## src/rtl/adq_pkg.sv

```systemverilog
// adq_pkg: shared types and constants of the array double-ended queue
// used by the channel interfaces and the array_double_ended_queue top level
package adq_pkg;

    localparam int MAX_SLOTS = 64;
    localparam int ADDR_W    = $clog2(MAX_SLOTS);
    localparam int CAP_W     = 7;
    localparam int CMP_W     = (ADDR_W + 1 > CAP_W) ? ADDR_W + 1 : CAP_W;
    localparam int DATA_W    = 32;
    localparam logic [CAP_W-1:0] CAP_RESET = CAP_W'(MAX_SLOTS);

    typedef enum logic [1:0] {
        OP_INS_FRONT = 2'd0,
        OP_INS_REAR  = 2'd1,
        OP_REM_FRONT = 2'd2,
        OP_REM_REAR  = 2'd3
    } t_op;

    typedef enum logic [1:0] {
        ST_DONE    = 2'd0,
        ST_NO_ROOM = 2'd1,
        ST_EMPTY   = 2'd2
    } t_status;

    typedef enum logic [1:0] {
        S_IDLE = 2'b01,
        S_READ = 2'b10
    } t_state;

endpackage

```

## src/rtl/adq_op_if.sv

```systemverilog
// adq_op_if: operation channel, valid/ready with operation and insert value
// depends on adq_pkg
interface adq_op_if;
    logic                             valid;
    logic                             ready;
    adq_pkg::t_op                     operation;
    logic signed [adq_pkg::DATA_W-1:0] insert_value;

    modport source (output valid, output operation, output insert_value, input ready);
    modport sink   (input valid, input operation, input insert_value, output ready);
endinterface

```

## src/rtl/adq_res_if.sv

```systemverilog
// adq_res_if: result channel, valid/ready with removed value and status
// depends on adq_pkg
interface adq_res_if;
    logic                             valid;
    logic                             ready;
    logic signed [adq_pkg::DATA_W-1:0] removed_value;
    adq_pkg::t_status                 status;

    modport source (output valid, output removed_value, output status, input ready);
    modport sink   (input valid, input removed_value, input status, output ready);
endinterface

```

## src/rtl/array_double_ended_queue.sv

```systemverilog
// array_double_ended_queue: linear array deque with front and rear indices
// depends on adq_pkg, adq_op_if and adq_res_if
//
//  channel   direction  content
//  i_op      in         operation, insert_value
//  o_res     out        removed_value, status
//  i_cfg_*   in         capacity write, no read-back
//
//  an insert or a failed operation registers its result directly; a successful removal
//  first passes the registered read of the slot memory and the S_READ state
//  a new operation is taken while a result waits if that result leaves in the same cycle
//  reset zeroes indices, sets empty flag, capacity 64, idle handshake; slots untouched
module array_double_ended_queue (
    input  logic                        i_clk,
    input  logic                        i_rst_n,
    input  logic                        i_cfg_we,
    input  logic [adq_pkg::CAP_W-1:0]   i_cfg_data,
    adq_op_if.sink                      i_op,
    adq_res_if.source                   o_res
);

    logic [adq_pkg::DATA_W-1:0] r_mem [adq_pkg::MAX_SLOTS];

    adq_pkg::t_state             r_state, n_state;
    logic [adq_pkg::ADDR_W-1:0]  r_front, n_front;
    logic [adq_pkg::ADDR_W-1:0]  r_rear, n_rear;
    logic                        r_empty, n_empty;
    logic [adq_pkg::CAP_W-1:0]   r_cap;
    logic                        r_out_valid, n_out_valid;
    logic [adq_pkg::DATA_W-1:0]  r_removed, n_removed;
    adq_pkg::t_status            r_status, n_status;
    logic [adq_pkg::DATA_W-1:0]  r_rd_data;

    logic                        wr_en;
    logic [adq_pkg::ADDR_W-1:0]  wr_addr;
    logic                        rd_en;
    logic [adq_pkg::ADDR_W-1:0]  rd_addr;
    logic                        accept;
    logic [adq_pkg::CMP_W-1:0]   cap_ext;
    logic [adq_pkg::CMP_W-1:0]   eff_cap;
    logic [adq_pkg::CMP_W-1:0]   rear_next;

    assign i_op.ready = (r_state == adq_pkg::S_IDLE) && (!r_out_valid || o_res.ready);
    assign accept     = i_op.valid && i_op.ready;

    assign o_res.valid         = r_out_valid;
    assign o_res.removed_value = r_removed;
    assign o_res.status        = r_status;

    // effective capacity clamped to 1..MAX_SLOTS
    assign cap_ext   = adq_pkg::CMP_W'(r_cap);
    assign rear_next = adq_pkg::CMP_W'(r_rear) + adq_pkg::CMP_W'(1);
    always_comb begin
        if (r_cap == '0) begin
            eff_cap = adq_pkg::CMP_W'(1);
        end else if (cap_ext > adq_pkg::CMP_W'(adq_pkg::MAX_SLOTS)) begin
            eff_cap = adq_pkg::CMP_W'(adq_pkg::MAX_SLOTS);
        end else begin
            eff_cap = cap_ext;
        end
    end

    always_comb begin
        n_state     = r_state;
        n_front     = r_front;
        n_rear      = r_rear;
        n_empty     = r_empty;
        n_out_valid = r_out_valid;
        n_removed   = r_removed;
        n_status    = r_status;
        wr_en       = 1'b0;
        wr_addr     = '0;
        rd_en       = 1'b0;
        rd_addr     = '0;

        if (r_out_valid && o_res.ready) begin
            n_out_valid = 1'b0;
        end

        case (r_state)
            adq_pkg::S_IDLE: begin
                if (accept) begin
                    n_removed   = '0;
                    n_status    = adq_pkg::ST_DONE;
                    n_out_valid = 1'b1;
                    case (i_op.operation)
                        adq_pkg::OP_INS_FRONT: begin
                            if (r_empty) begin
                                n_front = '0;
                                n_rear  = '0;
                                n_empty = 1'b0;
                                wr_en   = 1'b1;
                                wr_addr = '0;
                            end else if (r_front != '0) begin
                                n_front = r_front - adq_pkg::ADDR_W'(1);
                                wr_en   = 1'b1;
                                wr_addr = r_front - adq_pkg::ADDR_W'(1);
                            end else begin
                                n_status = adq_pkg::ST_NO_ROOM;
                            end
                        end
                        adq_pkg::OP_INS_REAR: begin
                            if (r_empty) begin
                                n_front = '0;
                                n_rear  = '0;
                                n_empty = 1'b0;
                                wr_en   = 1'b1;
                                wr_addr = '0;
                            end else if (rear_next >= eff_cap) begin
                                n_status = adq_pkg::ST_NO_ROOM;
                            end else begin
                                n_rear  = r_rear + adq_pkg::ADDR_W'(1);
                                wr_en   = 1'b1;
                                wr_addr = r_rear + adq_pkg::ADDR_W'(1);
                            end
                        end
                        adq_pkg::OP_REM_FRONT: begin
                            if (r_empty) begin
                                n_status = adq_pkg::ST_EMPTY;
                            end else begin
                                rd_en       = 1'b1;
                                rd_addr     = r_front;
                                n_out_valid = 1'b0;
                                n_state     = adq_pkg::S_READ;
                                if (r_front == r_rear) begin
                                    n_front = '0;
                                    n_rear  = '0;
                                    n_empty = 1'b1;
                                end else begin
                                    n_front = r_front + adq_pkg::ADDR_W'(1);
                                end
                            end
                        end
                        adq_pkg::OP_REM_REAR: begin
                            if (r_empty) begin
                                n_status = adq_pkg::ST_EMPTY;
                            end else begin
                                rd_en       = 1'b1;
                                rd_addr     = r_rear;
                                n_out_valid = 1'b0;
                                n_state     = adq_pkg::S_READ;
                                if (r_front == r_rear) begin
                                    n_front = '0;
                                    n_rear  = '0;
                                    n_empty = 1'b1;
                                end else begin
                                    n_rear = r_rear - adq_pkg::ADDR_W'(1);
                                end
                            end
                        end
                        default: begin
                            n_status = adq_pkg::ST_EMPTY;
                        end
                    endcase
                end
            end
            adq_pkg::S_READ: begin
                // output register is free here, it was free or leaving at the transfer
                n_out_valid = 1'b1;
                n_removed   = r_rd_data;
                n_status    = adq_pkg::ST_DONE;
                n_state     = adq_pkg::S_IDLE;
            end
            default: begin
                n_state = adq_pkg::S_IDLE;
            end
        endcase
    end

    // slot memory, one write and one registered read port
    always_ff @(posedge i_clk) begin
        if (wr_en) begin
            r_mem[wr_addr] <= i_op.insert_value;
        end
    end

    always_ff @(posedge i_clk) begin
        if (rd_en) begin
            r_rd_data <= r_mem[rd_addr];
        end
    end

    always_ff @(posedge i_clk) begin
        if (!i_rst_n) begin
            r_state     <= adq_pkg::S_IDLE;
            r_front     <= '0;
            r_rear      <= '0;
            r_empty     <= 1'b1;
            r_cap       <= adq_pkg::CAP_RESET;
            r_out_valid <= 1'b0;
        end else begin
            r_state     <= n_state;
            r_front     <= n_front;
            r_rear      <= n_rear;
            r_empty     <= n_empty;
            r_out_valid <= n_out_valid;
            if (i_cfg_we) begin
                r_cap <= i_cfg_data;
            end
        end
    end

    always_ff @(posedge i_clk) begin
        r_removed <= n_removed;
        r_status  <= n_status;
    end

endmodule
```

## src/flat_wrapper.sv

```systemverilog
// flat-port wrapper written by rule: the top's interface ports become plain ports
module array_double_ended_queue_flat 
  (i_clk, i_rst_n, i_cfg_we, i_cfg_data, i_op_valid, i_op_operation, i_op_insert_value, i_op_ready, o_res_valid, o_res_removed_value, o_res_status, o_res_ready);
  adq_op_if i_op_i ();
  adq_res_if o_res_i ();
  input  logic i_clk;
  input  logic i_rst_n;
  input  logic i_cfg_we;
  input  logic [adq_pkg::CAP_W-1:0] i_cfg_data;
  input wire logic [$bits(i_op_i.valid)-1:0] i_op_valid;
  input wire logic [$bits(i_op_i.operation)-1:0] i_op_operation;
  input wire logic [$bits(i_op_i.insert_value)-1:0] i_op_insert_value;
  output wire logic [$bits(i_op_i.ready)-1:0] i_op_ready;
  output wire logic [$bits(o_res_i.valid)-1:0] o_res_valid;
  output wire logic [$bits(o_res_i.removed_value)-1:0] o_res_removed_value;
  output wire logic [$bits(o_res_i.status)-1:0] o_res_status;
  input wire logic [$bits(o_res_i.ready)-1:0] o_res_ready;
  assign i_op_i.valid = i_op_valid;
  assign i_op_i.operation = i_op_operation;
  assign i_op_i.insert_value = i_op_insert_value;
  assign i_op_ready = i_op_i.ready;
  assign o_res_valid = o_res_i.valid;
  assign o_res_removed_value = o_res_i.removed_value;
  assign o_res_status = o_res_i.status;
  assign o_res_i.ready = o_res_ready;
  array_double_ended_queue u_core (.i_clk(i_clk), .i_rst_n(i_rst_n), .i_cfg_we(i_cfg_we), .i_cfg_data(i_cfg_data), .i_op(i_op_i), .o_res(o_res_i));
endmodule
```

## config.mk

```make
export PLATFORM = sky130hd
export DESIGN_NAME = array_double_ended_queue_flat
export DESIGN_NICKNAME = d
export VERILOG_FILES = /design/src/rtl/adq_pkg.sv /design/src/rtl/adq_op_if.sv /design/src/rtl/adq_res_if.sv /design/src/rtl/array_double_ended_queue.sv /design/src/flat_wrapper.sv
export SDC_FILE = /design/constraint.sdc
export NUM_CORES = 2
export LEC_CHECK = 0
export ABC_AREA = 1
export BUFFER_PORTS_ARGS = -buffer_cell sky130_fd_sc_hd__buf_2
export CAP_MARGIN = 20
export CORE_MARGIN = 2
export CORE_UTILIZATION = 31
export CTS_CLUSTER_DIAMETER = 100
export DETAILED_ROUTE_END_ITERATION = 10
export GPL_TIMING_DRIVEN = 0
export MAX_ROUTING_LAYER = met4
export PLACE_DENSITY = 0.46
export SLEW_MARGIN = 10
export SYNTH_ARGS = -nofsm -noshare
export SYNTH_HDL_FRONTEND = slang
export SYNTH_SLANG_ARGS = --single-unit
```

## constraint.sdc

```tcl
create_clock -name i_clk -period 6.8 [get_ports i_clk]
set_input_delay 0 -clock i_clk [delete_from_list [all_inputs] [get_ports i_clk]]
set_output_delay 0 -clock i_clk [all_outputs]
set_load 0.02 [all_outputs]
```

==> results.cfg <==
[outcome]
status = complete, no violations

[routing]
viasPerCell = 5.25
drt_iter0_drc = 9197
ant_nets = 0
via_count = 67300
routedWlPerCell_um = 30.3
drc = 0
first_pass_iters = 6
routed_wl_mm = 389

[global_routing]
grt_pass1_wl_mm = 522
grt_use_total = 0.257
antenna_found_initial = 38
grt_pass1_vias = 62800
grt_max_degree = 61
grt_remaining_overflow = 0

[floorplan]
die_area_mm2 = 0.305
rows = 201
initial_core_util = 0.311
core_mm2 = 0.299
io_pins = 82
die_w_um = 552
die_h_um = 552

[clock_network]
cts_root_buffer = clkbuf_16
clock_latency_ns = 0.96
clock-sinks = 2137
cts_max_path_buffers = 4
cts_buffers = 240
cts_tree = built
clkTransAtPathRegs_ns = 0.06
htree_num_levels = 4
cts_setup_buffers = 0
cts-resized-gates = 0

[placed_design]
dpl.hpwl_mm = 282
io_buffers = 81
gp_congestion = 0.965

[power_and_ir_drop]
totalPowerFinal_mw = 28.9
leakagePower_nw = 39.9
peakVddDrop_mv = 0.233
p_per_area_mw_per_mm2 = 260

[timing]
max_slew_margin = 0.211
min_period_ns = 5.55
finalSetupViolations = 0
finClkSkew_ns = 0.0665
max_slew.worst_pin.slew_ns = 1.18
finalCritPeriodShare = 0.816
final_hold_viol_count = 0
final.setup.tns_ns = 0
final_max_slew_viol_count = 0
rsz0062_at_grt = false
fmax_mhz = 180

[hold_path]
min-delay-path-class = input pin to flip-flop

[yosys]
synth.distinct_cells = 32
synthCells = 8099
ys_ff_latch = 2137
syn_nets = 8159
synthTopCellsByArea = edfxtp_1 68%, nand3_1 9.4%, nand3b_1 7.2%, nand2_1 3.6%, nor2_1 3.6%
yosys_warnings = 0
synth.top_cell.area_share = 0.682
synth.largest_area_cell = edfxtp_1
syn_area_mm2 = 0.0931
synth_area_per_cell_um2 = 11.5
ys_seq_area_frac = 0.687

[setup_path]
end_kind = flip-flop
critPathLaunchType = flip-flop
critical_path_class = flip-flop to flip-flop
crit_fanout = 25
worstPathArrival_ns = 6.13
required_ns = 7.38

[cells_and_area]
fin_util = 0.371
syn_to_final_growth_pct = 19.2
drive_gt1_frac = 0.116
fillers = 29200
fin_nets = 8708

[job]
drv_cap = 0
==> layout make-up <==
type,count,area (um2),area share
Buffer,562,2720,0.0245
Tap cell,3958,4950,0.0447
Antenna cell,30,75.1,0.000677
Multi-Input combinational cell,4676,24200,0.218
Sequential cell,2137,63900,0.577
Inverter,724,2720,0.0245
Clock buffer,287,6180,0.0557
Timing Repair Buffer,307,4640,0.0419
Clock inverter,156,1500,0.0135
==> worst max-delay path, cell delays in order (launching register included) <==
cell     delay [ns]
dfxtp_1        0.58
ha_1           0.29
nand4_1        0.14
nand2_1        0.12
inv_1          0.05
ha_1           0.28
a21oi_1        0.12
o21ai_0        0.09
inv_1          0.06
nand2_1        0.23
o21ai_0        0.75
nand2_1        0.26
inv_1          0.13
nand3_1        0.74
nor2_4         1.05
buf_12         0.29
==> repair_timing <==
action                                  4_1_cts  5_1_grt
hold buffers                                 77        0
endpoints found under the setup margin        0        0
hold endpoints to repair                   2120        0
==> cells in the mapped netlist, drive strengths merged <==
master,instances
a21boi,1
a21oi,19
a221oi,1
buf,399
clkbuf,163
dfxtp,23
edfxtp,2114
ha,14
inv,724
nand2,905
nand3,1740
nand3b,896
nand4,6
nor2,884
nor3,7
nor4,1
o211ai,1
o21a,4
o21ai,143
o21bai,2
o22ai,6
or2,32
xnor2,1
xor2,13
==> layout by cell type, fill, tap and decap left out, types with 9 or more instances in the layout <==
cell type	count
nor2_4	67
buf_12	79
dfxtp_1	23
clkinvlp_4	9
clkbuf_16	240
nor2_1	817
o21ai_0	140
or2_2	32
a21oi_1	18
edfxtp_1	2114
buf_16	61
nand3b_1	896
diode_2	30
nand2_1	903
buf_4	84
clkinv_2	42
ha_1	14
buf_1	49
dlygate4sd3_1	77
xor2_1	13
clkbuf_1	205
bufinv_16	24
nand3_1	1740
buf_2	341
clkinv_1	67
inv_1	716
==> kinds of logic (layout without fill, tap and decap cells) <==
logic type / Yosys count / count (layout) / synth area share
AO/OA/AOI/OAI: 177 / 177 / 0.00992
adder cells (fa/ha/maj): 14 / 14 / 0.00188
buffers and inverters: 1286 / 2036 / 0.0584
XOR/XNOR: 14 / 14 / 0.00132
flip-flops: 2137 / 2137 / 0.687
other: 0 / 30 / 0
AND/OR/NAND/NOR: 4471 / 4471 / 0.241
==> flip-flops by register name, indices dropped and copies added, names as in the netlist <==
signal and flops:
u_core.o_res.status 2, u_core.r_rd_data 32, u_core.r_mem 2048, u_core.r_front 6, u_core.r_rear 6, u_core.o_res.removed_value 32, u_core.o_res.valid 1, u_core.r_state 2
u_core.r_empty 1, u_core.cap_ext 7
==> routing by layer <==
layer	routed length [um]	GRT usage
met4	21000	0.115
met1	162000	0.339
met3	34300	0.0493
met2	172000	0.385
met5	0	-
==> through the flow <==
stage / hold slack, ns / cells / instance area [um2] / setup WS, ns
after floorplan: 0.0989 / 8099 / 93100 / 2.84
after global placement: 0.230 / 12100 / 98400 / -1.16
after detailed placement: 0.233 / 12300 / 102000 / 1.45
after CTS: 0.00386 / 12800 / 111000 / 1.44
after global routing: 0.0665 / 12800 / 111000 / 1.10
final: 0.0629 / 12800 / 111000 / 1.25
==> worst paths after layout <==
path	endpoint	slack [ns]	start	cells past startpoint
worst min-delay path	u_core.r_front[5]	0.06	i_rst_n	5
worst max register to register	u_core.r_mem[26][12]	1.25	u_core.r_rear[0]	15
worst min register to register	u_core.r_state[0]	0.49	u_core.r_state[0]	2
worst max-delay path	u_core.r_mem[26][12]	1.25	u_core.r_rear[0]	15
==> power by group <==
group / switching (mW) / internal [mW] / leakage [nW]
registers: 0.0202 / 14.5 / 19.2
clock network: 5.62 / 7.38 / 3.73
logic: 1.06 / 0.280 / 16.9
(Power assumes the default switching activity.)
